**src/design/rss_pkg.sv**
```systemverilog
// Package: signature tables, verdict codes and shared types of the scanner.
`timescale 1ns / 1ps
package rss_pkg;

  localparam int WORD_MAX   = 11;
  localparam int SQL_WORDS  = 11;
  localparam int XSS_WORDS  = 9;
  localparam int APB_ADDR_W = 3;
  localparam int APB_DATA_W = 32;

  // register indexes (paddr[2] selects the register)
  localparam logic REG_RATE_THRESHOLD = 1'b0;
  localparam logic [15:0] RATE_THRESHOLD_RESET = 16'd50;

  // verdict codes
  localparam logic [1:0] VERDICT_CLEAN = 2'd0;
  localparam logic [1:0] VERDICT_SQL   = 2'd1;
  localparam logic [1:0] VERDICT_XSS   = 2'd2;
  localparam logic [1:0] VERDICT_RATE  = 2'd3;

  // SQL word indexes
  localparam int W_UNION  = 0;
  localparam int W_SELECT = 1;
  localparam int W_DROP   = 2;
  localparam int W_TABLE  = 3;
  localparam int W_INSERT = 4;
  localparam int W_INTO   = 5;
  localparam int W_VALUES = 6;
  localparam int W_DELETE = 7;
  localparam int W_FROM   = 8;
  localparam int W_UPDATE = 9;
  localparam int W_SET    = 10;

  // words are right-justified: the last character sits in the low byte
  localparam logic [8*WORD_MAX-1:0] SQL_TEXT [SQL_WORDS] = '{
    "union", "select", "drop", "table", "insert", "into",
    "values", "delete", "from", "update", "set"
  };
  localparam int SQL_LEN [SQL_WORDS] = '{5, 6, 4, 5, 6, 4, 6, 6, 4, 6, 3};

  localparam logic [8*WORD_MAX-1:0] XSS_TEXT [XSS_WORDS] = '{
    "<script", "onload=", "onerror=", "<img", "<iframe",
    "javascript:", "eval(", "expression(", "vbscript:"
  };
  localparam int XSS_LEN [XSS_WORDS] = '{7, 7, 8, 4, 7, 11, 5, 11, 9};

  typedef struct packed {
    logic [7:0]  data_byte;
    logic        last_byte;
    logic [15:0] request_count;
  } rss_item_t;

  // Per-position compare of one byte against a literal; bit k is character k.
  function automatic logic [WORD_MAX-1:0] lit_eq(input logic [8*WORD_MAX-1:0] text,
                                                 input int len, input logic [7:0] c);
    logic [WORD_MAX-1:0] eq;
    eq = '0;
    for (int k = 0; k < WORD_MAX; k++) begin
      if (k < len) begin
        eq[k] = (text[8*(len-1-k) +: 8] == c);
      end
    end
    return eq;
  endfunction

  function automatic logic [7:0] fold_case(input logic [7:0] c);
    logic [7:0] f;
    f = c;
    if (c >= "A" && c <= "Z") begin
      f = c + 8'h20;
    end
    return f;
  endfunction

endpackage

```
**src/design/rss_ifs.sv**
```systemverilog
// Channel interfaces: request bytes in, verdicts out.
`timescale 1ns / 1ps
interface rss_in_if;
  logic        valid;
  logic        ready;
  logic [7:0]  data_byte;
  logic        last_byte;
  logic [15:0] request_count;

  modport source (output valid, data_byte, last_byte, request_count, input ready);
  modport sink (input valid, data_byte, last_byte, request_count, output ready);
endinterface

interface rss_out_if;
  logic       valid;
  logic       ready;
  logic [1:0] verdict;

  modport source (output valid, verdict, input ready);
  modport sink (input valid, verdict, output ready);
endinterface

```
**src/design/rss_cfg.sv**
```systemverilog
// APB register block holding the rate threshold.
`timescale 1ns / 1ps
module rss_cfg import rss_pkg::*; (
  input  logic                  clk,
  input  logic                  rst,
  input  logic                  psel,
  input  logic                  penable,
  input  logic                  pwrite,
  input  logic [APB_ADDR_W-1:0] paddr,
  input  logic [APB_DATA_W-1:0] pwdata,
  output logic [APB_DATA_W-1:0] prdata,
  output logic                  pready,
  output logic [15:0]           rate_threshold
);

  logic wr_en;

  assign pready = 1'b1;
  assign wr_en  = psel && penable && pwrite && pready;

  always_ff @(posedge clk) begin
    if (rst) begin
      rate_threshold <= RATE_THRESHOLD_RESET;
    end else if (wr_en && paddr[2] == REG_RATE_THRESHOLD) begin
      rate_threshold <= pwdata[15:0];
    end
  end

  always_comb begin
    prdata = '0;
    if (paddr[2] == REG_RATE_THRESHOLD) begin
      prdata = {{(APB_DATA_W-16){1'b0}}, rate_threshold};
    end
  end

endmodule

```
**src/design/rss_scan.sv**
```systemverilog
// Shift-and matchers for all signatures, sticky flags and verdict logic.
`timescale 1ns / 1ps
module rss_scan import rss_pkg::*; (
  input  logic        clk,
  input  logic        rst,
  input  logic        step,
  input  rss_item_t   item,
  input  logic [15:0] rate_threshold,
  output logic [1:0]  verdict
);

  localparam logic [7:0] CH_CR    = 8'h0D;
  localparam logic [7:0] CH_LF    = 8'h0A;
  localparam logic [7:0] CH_SEMI  = ";";
  localparam logic [7:0] CH_EQ    = "=";
  localparam logic [7:0] CH_DASH  = "-";
  localparam logic [7:0] CH_SLASH = "/";
  localparam logic [7:0] CH_STAR  = "*";

  logic [WORD_MAX-1:0] sql_prog [SQL_WORDS];
  logic [WORD_MAX-1:0] sql_step [SQL_WORDS];
  logic [SQL_WORDS-1:0] sql_done;
  logic [WORD_MAX-1:0] xss_prog [XSS_WORDS];
  logic [WORD_MAX-1:0] xss_step [XSS_WORDS];
  logic [XSS_WORDS-1:0] xss_done;
  logic [3:0] gap_armed;
  logic [3:0] gap_armed_next;
  logic [1:0] ws_run;
  logic [1:0] ws_run_next;
  logic [7:0] prev_byte;
  logic       sql_found;
  logic       xss_found;
  logic       sql_found_next;
  logic       xss_found_next;
  logic [7:0] c;
  logic [7:0] fc;
  logic       is_ws;
  logic       is_eol;
  logic       exact_hit;
  logic       gap_hit;

  assign c  = item.data_byte;
  assign fc = fold_case(c);

  for (genvar gi = 0; gi < SQL_WORDS; gi++) begin : g_sql
    localparam int LEN = SQL_LEN[gi];
    logic eq_first;
    logic [WORD_MAX-1:0] eq;
    assign eq = lit_eq(SQL_TEXT[gi], LEN, fc);
    // "into" and "from" may only start inside the whitespace run after their head
    if (gi == W_INTO) begin : g_into
      assign eq_first = ws_run[0];
    end else if (gi == W_FROM) begin : g_from
      assign eq_first = ws_run[1];
    end else begin : g_any
      assign eq_first = 1'b1;
    end
    assign sql_step[gi] = {sql_prog[gi][WORD_MAX-2:0], eq_first} & eq;
    assign sql_done[gi] = sql_step[gi][LEN-1];
  end

  for (genvar gi = 0; gi < XSS_WORDS; gi++) begin : g_xss
    localparam int LEN = XSS_LEN[gi];
    logic [WORD_MAX-1:0] eq;
    assign eq = lit_eq(XSS_TEXT[gi], LEN, fc);
    assign xss_step[gi] = {xss_prog[gi][WORD_MAX-2:0], 1'b1} & eq;
    assign xss_done[gi] = xss_step[gi][LEN-1];
  end

  always_comb begin
    is_ws  = c inside {8'h20, 8'h09, 8'h0A, 8'h0B, 8'h0C, 8'h0D};
    is_eol = (c == CH_CR) || (c == CH_LF);

    ws_run_next[0] = is_ws && (sql_prog[W_INSERT][SQL_LEN[W_INSERT]-1] || ws_run[0]);
    ws_run_next[1] = is_ws && (sql_prog[W_DELETE][SQL_LEN[W_DELETE]-1] || ws_run[1]);

    gap_hit = (sql_done[W_SELECT] && gap_armed[0]) ||
              (sql_done[W_TABLE]  && gap_armed[1]) ||
              (sql_done[W_SET]    && gap_armed[2]) ||
              (sql_done[W_VALUES] && gap_armed[3]) ||
              sql_done[W_FROM];
    exact_hit = (c == CH_SEMI) || (c == CH_EQ) ||
                (prev_byte == CH_DASH  && c == CH_DASH) ||
                (prev_byte == CH_SLASH && c == CH_STAR) ||
                (prev_byte == CH_STAR  && c == CH_SLASH);

    // a line break disarms all pending gaps; new heads arm after that
    gap_armed_next = (is_eol ? 4'b0000 : gap_armed) |
                     {sql_done[W_INTO], sql_done[W_UPDATE], sql_done[W_DROP], sql_done[W_UNION]};

    sql_found_next = sql_found || gap_hit || exact_hit;
    xss_found_next = xss_found || (|xss_done);

    if (sql_found_next) begin
      verdict = VERDICT_SQL;
    end else if (xss_found_next) begin
      verdict = VERDICT_XSS;
    end else if (item.request_count > rate_threshold) begin
      verdict = VERDICT_RATE;
    end else begin
      verdict = VERDICT_CLEAN;
    end
  end

  always_ff @(posedge clk) begin
    if (rst || (step && item.last_byte)) begin
      for (int i = 0; i < SQL_WORDS; i++) begin
        sql_prog[i] <= '0;
      end
      for (int i = 0; i < XSS_WORDS; i++) begin
        xss_prog[i] <= '0;
      end
      gap_armed <= '0;
      ws_run    <= '0;
      prev_byte <= '0;
      sql_found <= 1'b0;
      xss_found <= 1'b0;
    end else if (step) begin
      for (int i = 0; i < SQL_WORDS; i++) begin
        sql_prog[i] <= sql_step[i];
      end
      for (int i = 0; i < XSS_WORDS; i++) begin
        xss_prog[i] <= xss_step[i];
      end
      gap_armed <= gap_armed_next;
      ws_run    <= ws_run_next;
      prev_byte <= c;
      sql_found <= sql_found_next;
      xss_found <= xss_found_next;
    end
  end

endmodule

```
**src/design/request_signature_scanner_core.sv**
```systemverilog
// Top level of the request signature scanner.
`timescale 1ns / 1ps
// Request signature scanner.
// in_ch carries the request text one byte per transaction: the query, one
// space, then the post data, with last_byte set on the final byte and
// request_count sampled on that byte. out_ch carries one verdict transaction
// per request: 1 SQL signature, else 2 script signature, else 3 when
// request_count exceeds rate_threshold, else 0. Bytes without last_byte give
// no output transaction.
// rate_threshold sits at APB byte address 0; write it only while idle.
// Throughput: one byte per cycle, save for the last-byte stall below. Every
// byte passes the input register, then all shift-and matchers update in
// parallel in combinational logic, and the verdict is loaded into the output
// register when its last byte leaves the input register.
// Reset: rate_threshold returns to 50, all matcher state and flags clear, both
// channels are empty. Stalls: while a verdict waits in the output register,
// ordinary bytes keep flowing; only a last byte waits in the input register,
// and in_ch.ready drops until the waiting verdict is taken.
module request_signature_scanner_core import rss_pkg::*; (
  input  logic                  clk,
  input  logic                  rst,
  rss_in_if.sink                in_ch,
  rss_out_if.source             out_ch,
  input  logic                  psel,
  input  logic                  penable,
  input  logic                  pwrite,
  input  logic [APB_ADDR_W-1:0] paddr,
  input  logic [APB_DATA_W-1:0] pwdata,
  output logic [APB_DATA_W-1:0] prdata,
  output logic                  pready
);

  logic [15:0] rate_threshold;
  rss_item_t   s1_item;
  logic        s1_valid;
  logic        slot_free;
  logic        advance;
  logic [1:0]  verdict_next;
  logic        in_take;
  logic        out_valid;
  logic [1:0]  out_verdict;

  rss_cfg u_cfg (
    .clk            (clk),
    .rst            (rst),
    .psel           (psel),
    .penable        (penable),
    .pwrite         (pwrite),
    .paddr          (paddr),
    .pwdata         (pwdata),
    .prdata         (prdata),
    .pready         (pready),
    .rate_threshold (rate_threshold)
  );

  // Output slot frees up when empty or being taken this cycle.
  assign slot_free = !out_valid || out_ch.ready;
  // Advance the held byte; a last byte also needs the output slot.
  assign advance   = s1_valid && (!s1_item.last_byte || slot_free);
  assign in_ch.ready = !s1_valid || advance;
  assign in_take     = in_ch.valid && in_ch.ready;

  rss_scan u_scan (
    .clk            (clk),
    .rst            (rst),
    .step           (advance),
    .item           (s1_item),
    .rate_threshold (rate_threshold),
    .verdict        (verdict_next)
  );

  // Input register: control with reset, payload without.
  always_ff @(posedge clk) begin
    if (rst) begin
      s1_valid <= 1'b0;
    end else if (in_ch.ready) begin
      s1_valid <= in_ch.valid;
    end
  end

  always_ff @(posedge clk) begin
    if (in_take) begin
      s1_item.data_byte     <= in_ch.data_byte;
      s1_item.last_byte     <= in_ch.last_byte;
      s1_item.request_count <= in_ch.request_count;
    end
  end

  // Result register: load the verdict on a last byte, drop it once taken.
  always_ff @(posedge clk) begin
    if (rst) begin
      out_valid <= 1'b0;
    end else if (advance && s1_item.last_byte) begin
      out_valid <= 1'b1;
    end else if (out_ch.ready) begin
      out_valid <= 1'b0;
    end
  end

  always_ff @(posedge clk) begin
    if (advance && s1_item.last_byte) begin
      out_verdict <= verdict_next;
    end
  end

  assign out_ch.valid   = out_valid;
  assign out_ch.verdict = out_verdict;

endmodule

```
**src/flat_wrapper.sv**
```systemverilog
// flat-port wrapper written by rule: the top's interface ports become plain ports
module request_signature_scanner_core_flat import rss_pkg::*;
  (clk, rst, psel, penable, pwrite, paddr, pwdata, prdata, pready, in_ch_valid, in_ch_data_byte, in_ch_last_byte, in_ch_request_count, in_ch_ready, out_ch_valid, out_ch_verdict, out_ch_ready);
  rss_in_if in_ch_i ();
  rss_out_if out_ch_i ();
  input  logic clk;
  input  logic rst;
  input  logic psel;
  input  logic penable;
  input  logic pwrite;
  input  logic [APB_ADDR_W-1:0] paddr;
  input  logic [APB_DATA_W-1:0] pwdata;
  output logic [APB_DATA_W-1:0] prdata;
  output logic pready;
  input wire logic [$bits(in_ch_i.valid)-1:0] in_ch_valid;
  input wire logic [$bits(in_ch_i.data_byte)-1:0] in_ch_data_byte;
  input wire logic [$bits(in_ch_i.last_byte)-1:0] in_ch_last_byte;
  input wire logic [$bits(in_ch_i.request_count)-1:0] in_ch_request_count;
  output wire logic [$bits(in_ch_i.ready)-1:0] in_ch_ready;
  output wire logic [$bits(out_ch_i.valid)-1:0] out_ch_valid;
  output wire logic [$bits(out_ch_i.verdict)-1:0] out_ch_verdict;
  input wire logic [$bits(out_ch_i.ready)-1:0] out_ch_ready;
  assign in_ch_i.valid = in_ch_valid;
  assign in_ch_i.data_byte = in_ch_data_byte;
  assign in_ch_i.last_byte = in_ch_last_byte;
  assign in_ch_i.request_count = in_ch_request_count;
  assign in_ch_ready = in_ch_i.ready;
  assign out_ch_valid = out_ch_i.valid;
  assign out_ch_verdict = out_ch_i.verdict;
  assign out_ch_i.ready = out_ch_ready;
  request_signature_scanner_core u_core (.clk(clk), .rst(rst), .in_ch(in_ch_i), .out_ch(out_ch_i), .psel(psel), .penable(penable), .pwrite(pwrite), .paddr(paddr), .pwdata(pwdata), .prdata(prdata), .pready(pready));
endmodule
```
**config.mk**
```make
export PLATFORM = sky130hd
export DESIGN_NAME = request_signature_scanner_core_flat
export DESIGN_NICKNAME = d
export VERILOG_FILES = /design/src/design/rss_pkg.sv /design/src/design/rss_ifs.sv /design/src/design/rss_cfg.sv /design/src/design/rss_scan.sv /design/src/design/request_signature_scanner_core.sv /design/src/flat_wrapper.sv
export SDC_FILE = /design/constraint.sdc
export NUM_CORES = 1
export LEC_CHECK = 0
export BUFFER_PORTS_ARGS = -buffer_cell sky130_fd_sc_hd__clkbuf_2
export CAP_MARGIN = 10
export CELL_PAD_IN_SITES_DETAIL_PLACEMENT = 1
export CELL_PAD_IN_SITES_GLOBAL_PLACEMENT = 1
export CORE_MARGIN = 1
export CORE_UTILIZATION = 49
export DETAILED_ROUTE_END_ITERATION = 6
export PLACE_DENSITY = 0.95
export SLEW_MARGIN = 20
export SYNTH_ARGS = -nofsm -noshare
export SYNTH_HDL_FRONTEND = slang
export SYNTH_SLANG_ARGS = --single-unit
export TNS_END_PERCENT = 100
```
**constraint.sdc**
```tcl
create_clock -name clk -period 5 [get_ports clk]
set_input_delay 0.5 -clock clk [delete_from_list [all_inputs] [get_ports clk]]
set_output_delay 0.5 -clock clk [all_outputs]
set_load 0.1 [all_outputs]
```
# Word level (Yosys, flattened, before mapping)
# Memories as Yosys holds them, arrays and structs flattened.
# Index checks and enable logic that the tools add are counted.
word_totals:
  regBits: 61
  mem_bits_rw: 220
  input_bits: 67
  out_inout_bits: 37
  wordCells: 170
  n_memories: 2
memory_table:
  columns: ["memory", "words", "word_bits", "read_ports", "rd_ports_with_merged_regs", "write_ports", "line_no", "text"]
  rows:
  - ["u_core.u_scan.sql_prog", 11, 11, 11, 0, 11, "rss_scan.sv:20", "logic [WORD_MAX-1:0] sql_prog [SQL_WORDS];"]
  - ["u_core.u_scan.xss_prog", 9, 11, 9, 0, 9, "rss_scan.sv:23", "logic [WORD_MAX-1:0] xss_prog [XSS_WORDS];"]
classes:
  addsub: 1
  order_cmp: 3
  eq_ne: 38
  n_mux: 32
  bitwise: 42
  n_reduce_logical: 40
op_table:
  columns: ["operator", "n"]
  rows:
  - ["11-bit two-way mux", 20]
  - ["7-bit by 8-bit equality test with 1-bit output (first input constant)", 20]
  - ["8-bit by 6-bit equality test with 1-bit output (second input constant)", 9]
  - ["11-bit by 6-bit bitwise AND with 11-bit output", 5]
  - ["11-bit by 4-bit bitwise AND with 11-bit output", 4]
  - ["8-bit by 4-bit equality test with 1-bit output (second input constant)", 5]
  - ["11-bit by 5-bit bitwise AND with 11-bit output", 3]
  - ["11-bit by 7-bit bitwise AND with 11-bit output", 3]
  - ["6-bit by 8-bit equality test with 1-bit output (first input constant)", 4]
  - ["11-bit bitwise AND", 2]
  - ["1-bit OR", 20]
  - ["1-bit logical OR", 18]
  - ["16-bit > comparator", 1]
  - ["1-bit logical AND", 16]
  - ["16-bit two-way mux", 1]
  - ["11-bit by 3-bit bitwise AND with 11-bit output", 1]
  - ["11-bit by 8-bit bitwise AND with 11-bit output", 1]
  - ["11-bit by 9-bit bitwise AND with 11-bit output", 1]
  - ["9-bit OR reduction", 1]
  - ["8-bit by 6-bit adder with 8-bit output (second input constant)", 1]
  - ["8-bit by 7-bit greater-or-equal comparator with 1-bit output (second input constant)", 1]
  - ["8-bit by 7-bit <= comparator with 1-bit output (second input constant)", 1]
  - ["8-bit two-way mux", 1]
  - ["1-bit two-way mux", 7]
  - ["other kinds (7)", 10]

# Depth between registers and ports, before layout
logic_depth:
  ltp_word: 12
  depth_mapped: 8
  mapped_depth_nobuf: 8

# Hierarchy
# A second synthesis with hierarchy kept.
unflattened:
  hier_cells: 568
  hier_area_um2: 7181.9
modules_own_cells:
  columns: ["module", "n_inst", "cells_each", "area_each_um2", "seq_area_each_um2"]
  rows:
  - ["rss_scan", 1, 423, 5295.1, 3233.1]
  - ["rss_cfg", 1, 106, 972.2, 320.3]
  - ["request_signature_scanner_core", 1, 39, 914.6, 850.8]

# Worst setup path after synthesis
# Ideal clock, no wire load.
synth_timing:
  path_type: "flip-flop to flip-flop"
  start: "reg u_core.out_valid (netlist: u_core.out_ch.valid)"
  end: "mem u_core.u_scan.sql_prog[0][1], enable pin"
  setup_time_ns: 0.451
  arrival_time_ns: 3.394
  required_ns: 4.549
  setup_slack_ns: 1.156
  stages_incl_launch_ff: 5
  n_path_buf: 0
  period_less_slack_ns: 3.844
  path_cell_list: "dfxtp_1 -> nor2b_1 -> a21boi_1 -> nor2_1 -> inv_1"
synth_lines:
  columns: ["item", "line_no", "text"]
  rows:
  - ["from (decl)", "request_signature_scanner_core.sv:40", "logic out_valid;"]
  - ["from (signal assigned)", "request_signature_scanner_core.sv:92", "out_valid <= 1'b0;"]
  - ["from (signal assigned)", "request_signature_scanner_core.sv:94", "out_valid <= 1'b1;"]
  - ["from (signal assigned)", "request_signature_scanner_core.sv:96", "out_valid <= 1'b0;"]
  - ["to (decl)", "rss_scan.sv:20", null]

==> run_summary.xml <==
<?xml version="1.0" encoding="UTF-8"?>
<metrics>
  <group name="outcome">
    <metric name="run_status" unit="">finished clean</metric>
  </group>
  <group name="yosys">
    <metric name="synth-edff-count" unit="">124</metric>
    <metric name="synth_seq_cells" unit="">158</metric>
    <metric name="synth.distinct_cells" unit="">63</metric>
    <metric name="synth_warnings" unit="">0</metric>
    <metric name="post_synth_inst_count" unit="">570</metric>
    <metric name="post_synthesis_instance_area" unit="um^2">6920</metric>
    <metric name="yosys_most_used_dff" unit="">edfxtp_1</metric>
    <metric name="asr_flop_ratio_synth" unit="">0</metric>
    <metric name="synthesis.area_per_instance" unit="um^2">12.1</metric>
    <metric name="seq_area_frac_synth" unit="">0.637</metric>
  </group>
  <group name="cts">
    <metric name="postCtsResizedCells" unit="">0</metric>
    <metric name="cts_root_buffer_type" unit="">clkbuf_16</metric>
    <metric name="deepest_clock_path_buffer_count" unit="">2</metric>
    <metric name="clock_tree_from_tritoncts" unit="">done</metric>
    <metric name="postCtsSetupRepairBufs" unit="">0</metric>
    <metric name="cts_buffers" unit="">17</metric>
    <metric name="clock_tree.htree_level_count" unit="">4</metric>
    <metric name="clk_pin_slew_worst_paths" unit="ns">0.07</metric>
    <metric name="cts_hold_buf" unit="">0</metric>
    <metric name="insertion_delay" unit="ns">0.44</metric>
    <metric name="clock_net_sink_count" unit="">158</metric>
  </group>
  <group name="worst_setup_path">
    <metric name="arrival_time_at_the_worst_endpoint" unit="ns">3.32</metric>
    <metric name="r2r_cells" unit="">7</metric>
    <metric name="crit_required" unit="ns">5.19</metric>
    <metric name="worst_setup_path_start_kind" unit="">flip-flop</metric>
    <metric name="rr_endpoint" unit="">u_core.u_scan.xss_prog[0][89]</metric>
    <metric name="crit_start" unit="">u_core.s1_item[18]</metric>
    <metric name="count_of_buffering_cells_on_the_critical_path_with_inverters_included" unit="">1</metric>
    <metric name="critPathMaxStageDelay" unit="ns">0.73</metric>
    <metric name="ff2ff_setup_slack" unit="ns">1.87</metric>
    <metric name="timing.critical_path.fanout_max" unit="">22</metric>
    <metric name="critical_path.endpoint_type" unit="">flip-flop</metric>
    <metric name="crit_path_top_delay_cell" unit="">edfxtp_1</metric>
    <metric name="critPathTopFamily" unit="">simple AND/OR/NAND/NOR gates</metric>
    <metric name="critPathKind" unit="">reg -&gt; reg</metric>
    <metric name="reg2reg_from" unit="">u_core.s1_item[18]</metric>
    <metric name="crit_path_cell_trace" unit="">nor4_4, nand3_1, and3_4, nor2_1, nor3_1, buf_4, and4_1</metric>
  </group>
  <group name="final_layout">
    <metric name="drive_gt1_frac" unit="">0.186</metric>
    <metric name="area.growth.synth_to_final" unit="%">14.1</metric>
    <metric name="layout.nets" unit="">717</metric>
    <metric name="multi_input_comb_area" unit="um^2">2230</metric>
    <metric name="diodes" unit="">0</metric>
    <metric name="register_area" unit="um^2">4400</metric>
    <metric name="fillCellCount" unit="">1427</metric>
    <metric name="final_cells" unit="">826</metric>
  </group>
  <group name="timing">
    <metric name="finalHoldViolations" unit="">0</metric>
    <metric name="report.final.setup_viol" unit="">0</metric>
    <metric name="fin_tns_setup" unit="ns">0</metric>
    <metric name="achievable-frequency" unit="GHz">0.319</metric>
    <metric name="final_max_slew_viol_count" unit="">0</metric>
    <metric name="grt_setup_unrepaired" unit="">false</metric>
    <metric name="period_needed" unit="ns">3.13</metric>
    <metric name="worst_clock_skew" unit="ns">0.0139</metric>
    <metric name="slew-limit-headroom" unit="">0.361</metric>
    <metric name="worst_slew_pin_slew" unit="ns">0.951</metric>
    <metric name="final_min_period_over_clock_period" unit="">0.627</metric>
  </group>
  <group name="power">
    <metric name="vdd_drop_max" unit="mV">0.352</metric>
    <metric name="leakagePower" unit="uW">0.00313</metric>
    <metric name="netSwitchingFraction" unit="">0.267</metric>
    <metric name="p_int" unit="uW">2190</metric>
    <metric name="power_density_cells" unit="nW/um^2">378</metric>
    <metric name="combinationalPowerShare" unit="">0.076</metric>
    <metric name="pwr-share-clk" unit="">0.417</metric>
    <metric name="power.switching" unit="uW">798</metric>
    <metric name="totalPowerFinal" unit="uW">2980</metric>
    <metric name="power_frac_seq" unit="">0.507</metric>
  </group>
  <group name="global_route">
    <metric name="grt_pass1_vias" unit="">5095</metric>
    <metric name="grt_max_degree" unit="">99</metric>
    <metric name="grt_antenna_before_repair" unit="">0</metric>
    <metric name="grt_first_pass_wirelength" unit="um">27100</metric>
    <metric name="grt-ovfl-total" unit="">0</metric>
    <metric name="grt_use_total" unit="">0.255</metric>
  </group>
  <group name="flow_run">
    <metric name="drv.max_cap_violation_count" unit="">0</metric>
  </group>
  <group name="route">
    <metric name="viasPerCell" unit="">5.75</metric>
    <metric name="vias" unit="">4752</metric>
    <metric name="routed_wl" unit="um">17500</metric>
    <metric name="post-route-drc-count" unit="">0</metric>
    <metric name="wl_per_cell" unit="um">21.2</metric>
    <metric name="final_antenna_net_count" unit="">0</metric>
    <metric name="drt-initial-drc-count" unit="">349</metric>
    <metric name="drtPass1Iterations" unit="">5</metric>
  </group>
  <group name="hold_path">
    <metric name="hold_path.startpoint" unit="">in_ch_data_byte[1]</metric>
    <metric name="whs_path_depth" unit="">1</metric>
    <metric name="hp-class" unit="">in -&gt; reg</metric>
    <metric name="worstHoldEndpoint" unit="">u_core.s1_item[18]</metric>
  </group>
  <group name="die">
    <metric name="initial_utilization" unit="">0.500</metric>
    <metric name="die-area" unit="um^2">14600</metric>
    <metric name="die-height" unit="um">121</metric>
    <metric name="std_cell_rows" unit="">43</metric>
    <metric name="die_width" unit="um">121</metric>
    <metric name="top_level_ports" unit="">104</metric>
    <metric name="floorplan.core_area" unit="um^2">13800</metric>
  </group>
  <group name="placed_design">
    <metric name="hpwl" unit="um">11900</metric>
    <metric name="io_buffers" unit="">68</metric>
    <metric name="finalWeightedCongestion" unit="">0.855</metric>
    <metric name="numPlacedInstances" unit="">794</metric>
  </group>
</metrics>
==> cell type report <==
type                            count  share of cell area
Clock buffer                       17              0.0539
Tap cell                          180              0.0285
Clock inverter                     15              0.0184
Multi-Input combinational cell    360               0.282
Inverter                           24              0.0116
Timing Repair Buffer               72              0.0474
Sequential cell                   158               0.558
==> through the flow <==
| step | hold WS, ns | setup slack, ns | instance area [um^2] | utilization |
|---|---|---|---|---|
| finish | 0.243 | 1.87 | 7890 | 0.571 |
| global route | 0.226 | 1.77 | 7890 | 0.571 |
| CTS | 0.224 | 1.96 | 7890 | 0.570 |
| detailed placement | 0.458 | 1.86 | 7320 | 0.529 |
| global placement | 0.443 | 2.08 | 7320 | 0.529 |
| floorplan | 0.425 | 1.16 | 6980 | - |
==> synthesized netlist by cell type (2+ instances only) <==
cell type,count,area share
inv_1,24,0.013
edfxtp_1,124,0.54
dfxtp_1,34,0.098
clkbuf_1,9,0.0049
nor4bb_1,2,0.0029
nor4b_1,3,0.0038
o21ai_1,3,0.0022
o22ai_1,2,0.0018
a22o_1,6,0.0076
o221ai_1,2,0.0025
o31a_1,2,0.0025
buf_4,19,0.021
a21oi_1,21,0.015
a31oi_1,3,0.0027
buf_6,2,0.0033
nor3_2,3,0.0043
buf_1,2,0.0011
nand2b_1,2,0.0018
and4_1,8,0.010
nand4_1,5,0.0045
nand3_1,7,0.0051
nor4_1,3,0.0027
o211ai_2,2,0.0036
o21a_1,4,0.0043
ha_1,17,0.031
nor3_1,10,0.0072
nor2b_1,5,0.0045
nand2_1,51,0.028
nor2_1,45,0.024
a21boi_1,2,0.0022
and3_1,32,0.029
and3_4,2,0.0033
or2_1,2,0.0018
o41ai_1,3,0.0038
a41oi_1,2,0.0025
o21ai_0,11,0.0080
a211o_1,4,0.0051
and2_1,54,0.049
buf_2,11,0.0080
nand4b_1,2,0.0025
a211oi_1,2,0.0022
conb_1,2,0.0011
==> sequential cells by signal, summed over array words and instances (netlist names) <==
name / flops
u_core.u_scan.prev_byte: 8
u_core.u_scan.gap_armed: 4
u_core.u_scan.ws_run: 2
u_core.u_scan.xss_found: 1
u_core.u_cfg.rate_threshold: 16
u_core.out_ch.valid: 1
u_core.u_scan.sql_prog: 43
u_core.u_scan.sql_found: 1
u_core.u_scan.xss_prog: 54
u_core.s1_valid: 1
u_core.s1_item: 25
u_core.out_ch.verdict: 2
==> layer usage <==
metal,up-vias,share of wire,wire length (um),GRT usage
met2,187,0.52,9060,0.439
met1,2367,0.39,6890,0.297
li1,2164,-,-,-
met5,-,0,0,0
met3,34,0.062,1080,0.0679
met4,0,0.027,481,0.113
==> power by group through the flow <==
stage,combinational (uW),clock (uW),sequential [uW]
2_1_floorplan,183,0,1520
3_3_place_gp,212,0,1530
3_5_place_dp,224,0,1540
4_1_cts,226,1270,1510
5_1_grt,240,1310,1520
6_report,226,1250,1510
==> layout by cell type, fill, tap and decap left out, drive strengths merged, types with 3 or more instances in the layout <==
master  netlist  layout
dfxtp        34      34
a211o         4       4
o21ai        14      14
a31oi         3       3
nand2        51      51
edfxtp      124     124
a22o          6       6
and2         54      54
and3         34      34
nor4          5       5
o21a          4       4
nand3         7       7
nor2b         5       5
o41ai         3       3
nand2b        3       3
clkbuf        9      85
buf          34       4
nor2         45      45
and4          8       8
ha           17      17
conb          2      17
a211oi        3       3
nand4         5       5
a21oi        22      22
nor4b         3       3
clkinv        0       6
nor3         13      13
inv          24      33
==> kinds of logic (layout without fill, tap and decap cells) <==
kind of cell	count (synthesis)	count (layout)	synth area share
AO/OA/AOI/OAI	79	79	0.0799
XOR/XNOR	1	1	0.00127
adder cells (fa/ha/maj)	17	17	0.0307
buffers and inverters	67	128	0.0508
flip-flops	158	158	0.637
other	2	17	0.00109
AND/OR/NAND/NOR	246	246	0.200
==> worst max-delay path by stage <==
stage,cells past startpoint,slack (ns),endpoint
finish,7,1.87,u_core.u_scan.xss_prog[0][89]
global route,7,1.77,u_core.u_scan.xss_prog[0][46]
CTS,7,1.96,u_core.u_scan.xss_prog[0][89]
detailed placement,6,1.86,u_core.u_scan.sql_prog[4][1]
global placement,6,2.08,u_core.u_scan.xss_prog[0][25]
floorplan,4,1.16,u_core.u_scan.sql_prog[0][1]
No activity file was read; power rests on OpenSTA's default activity.
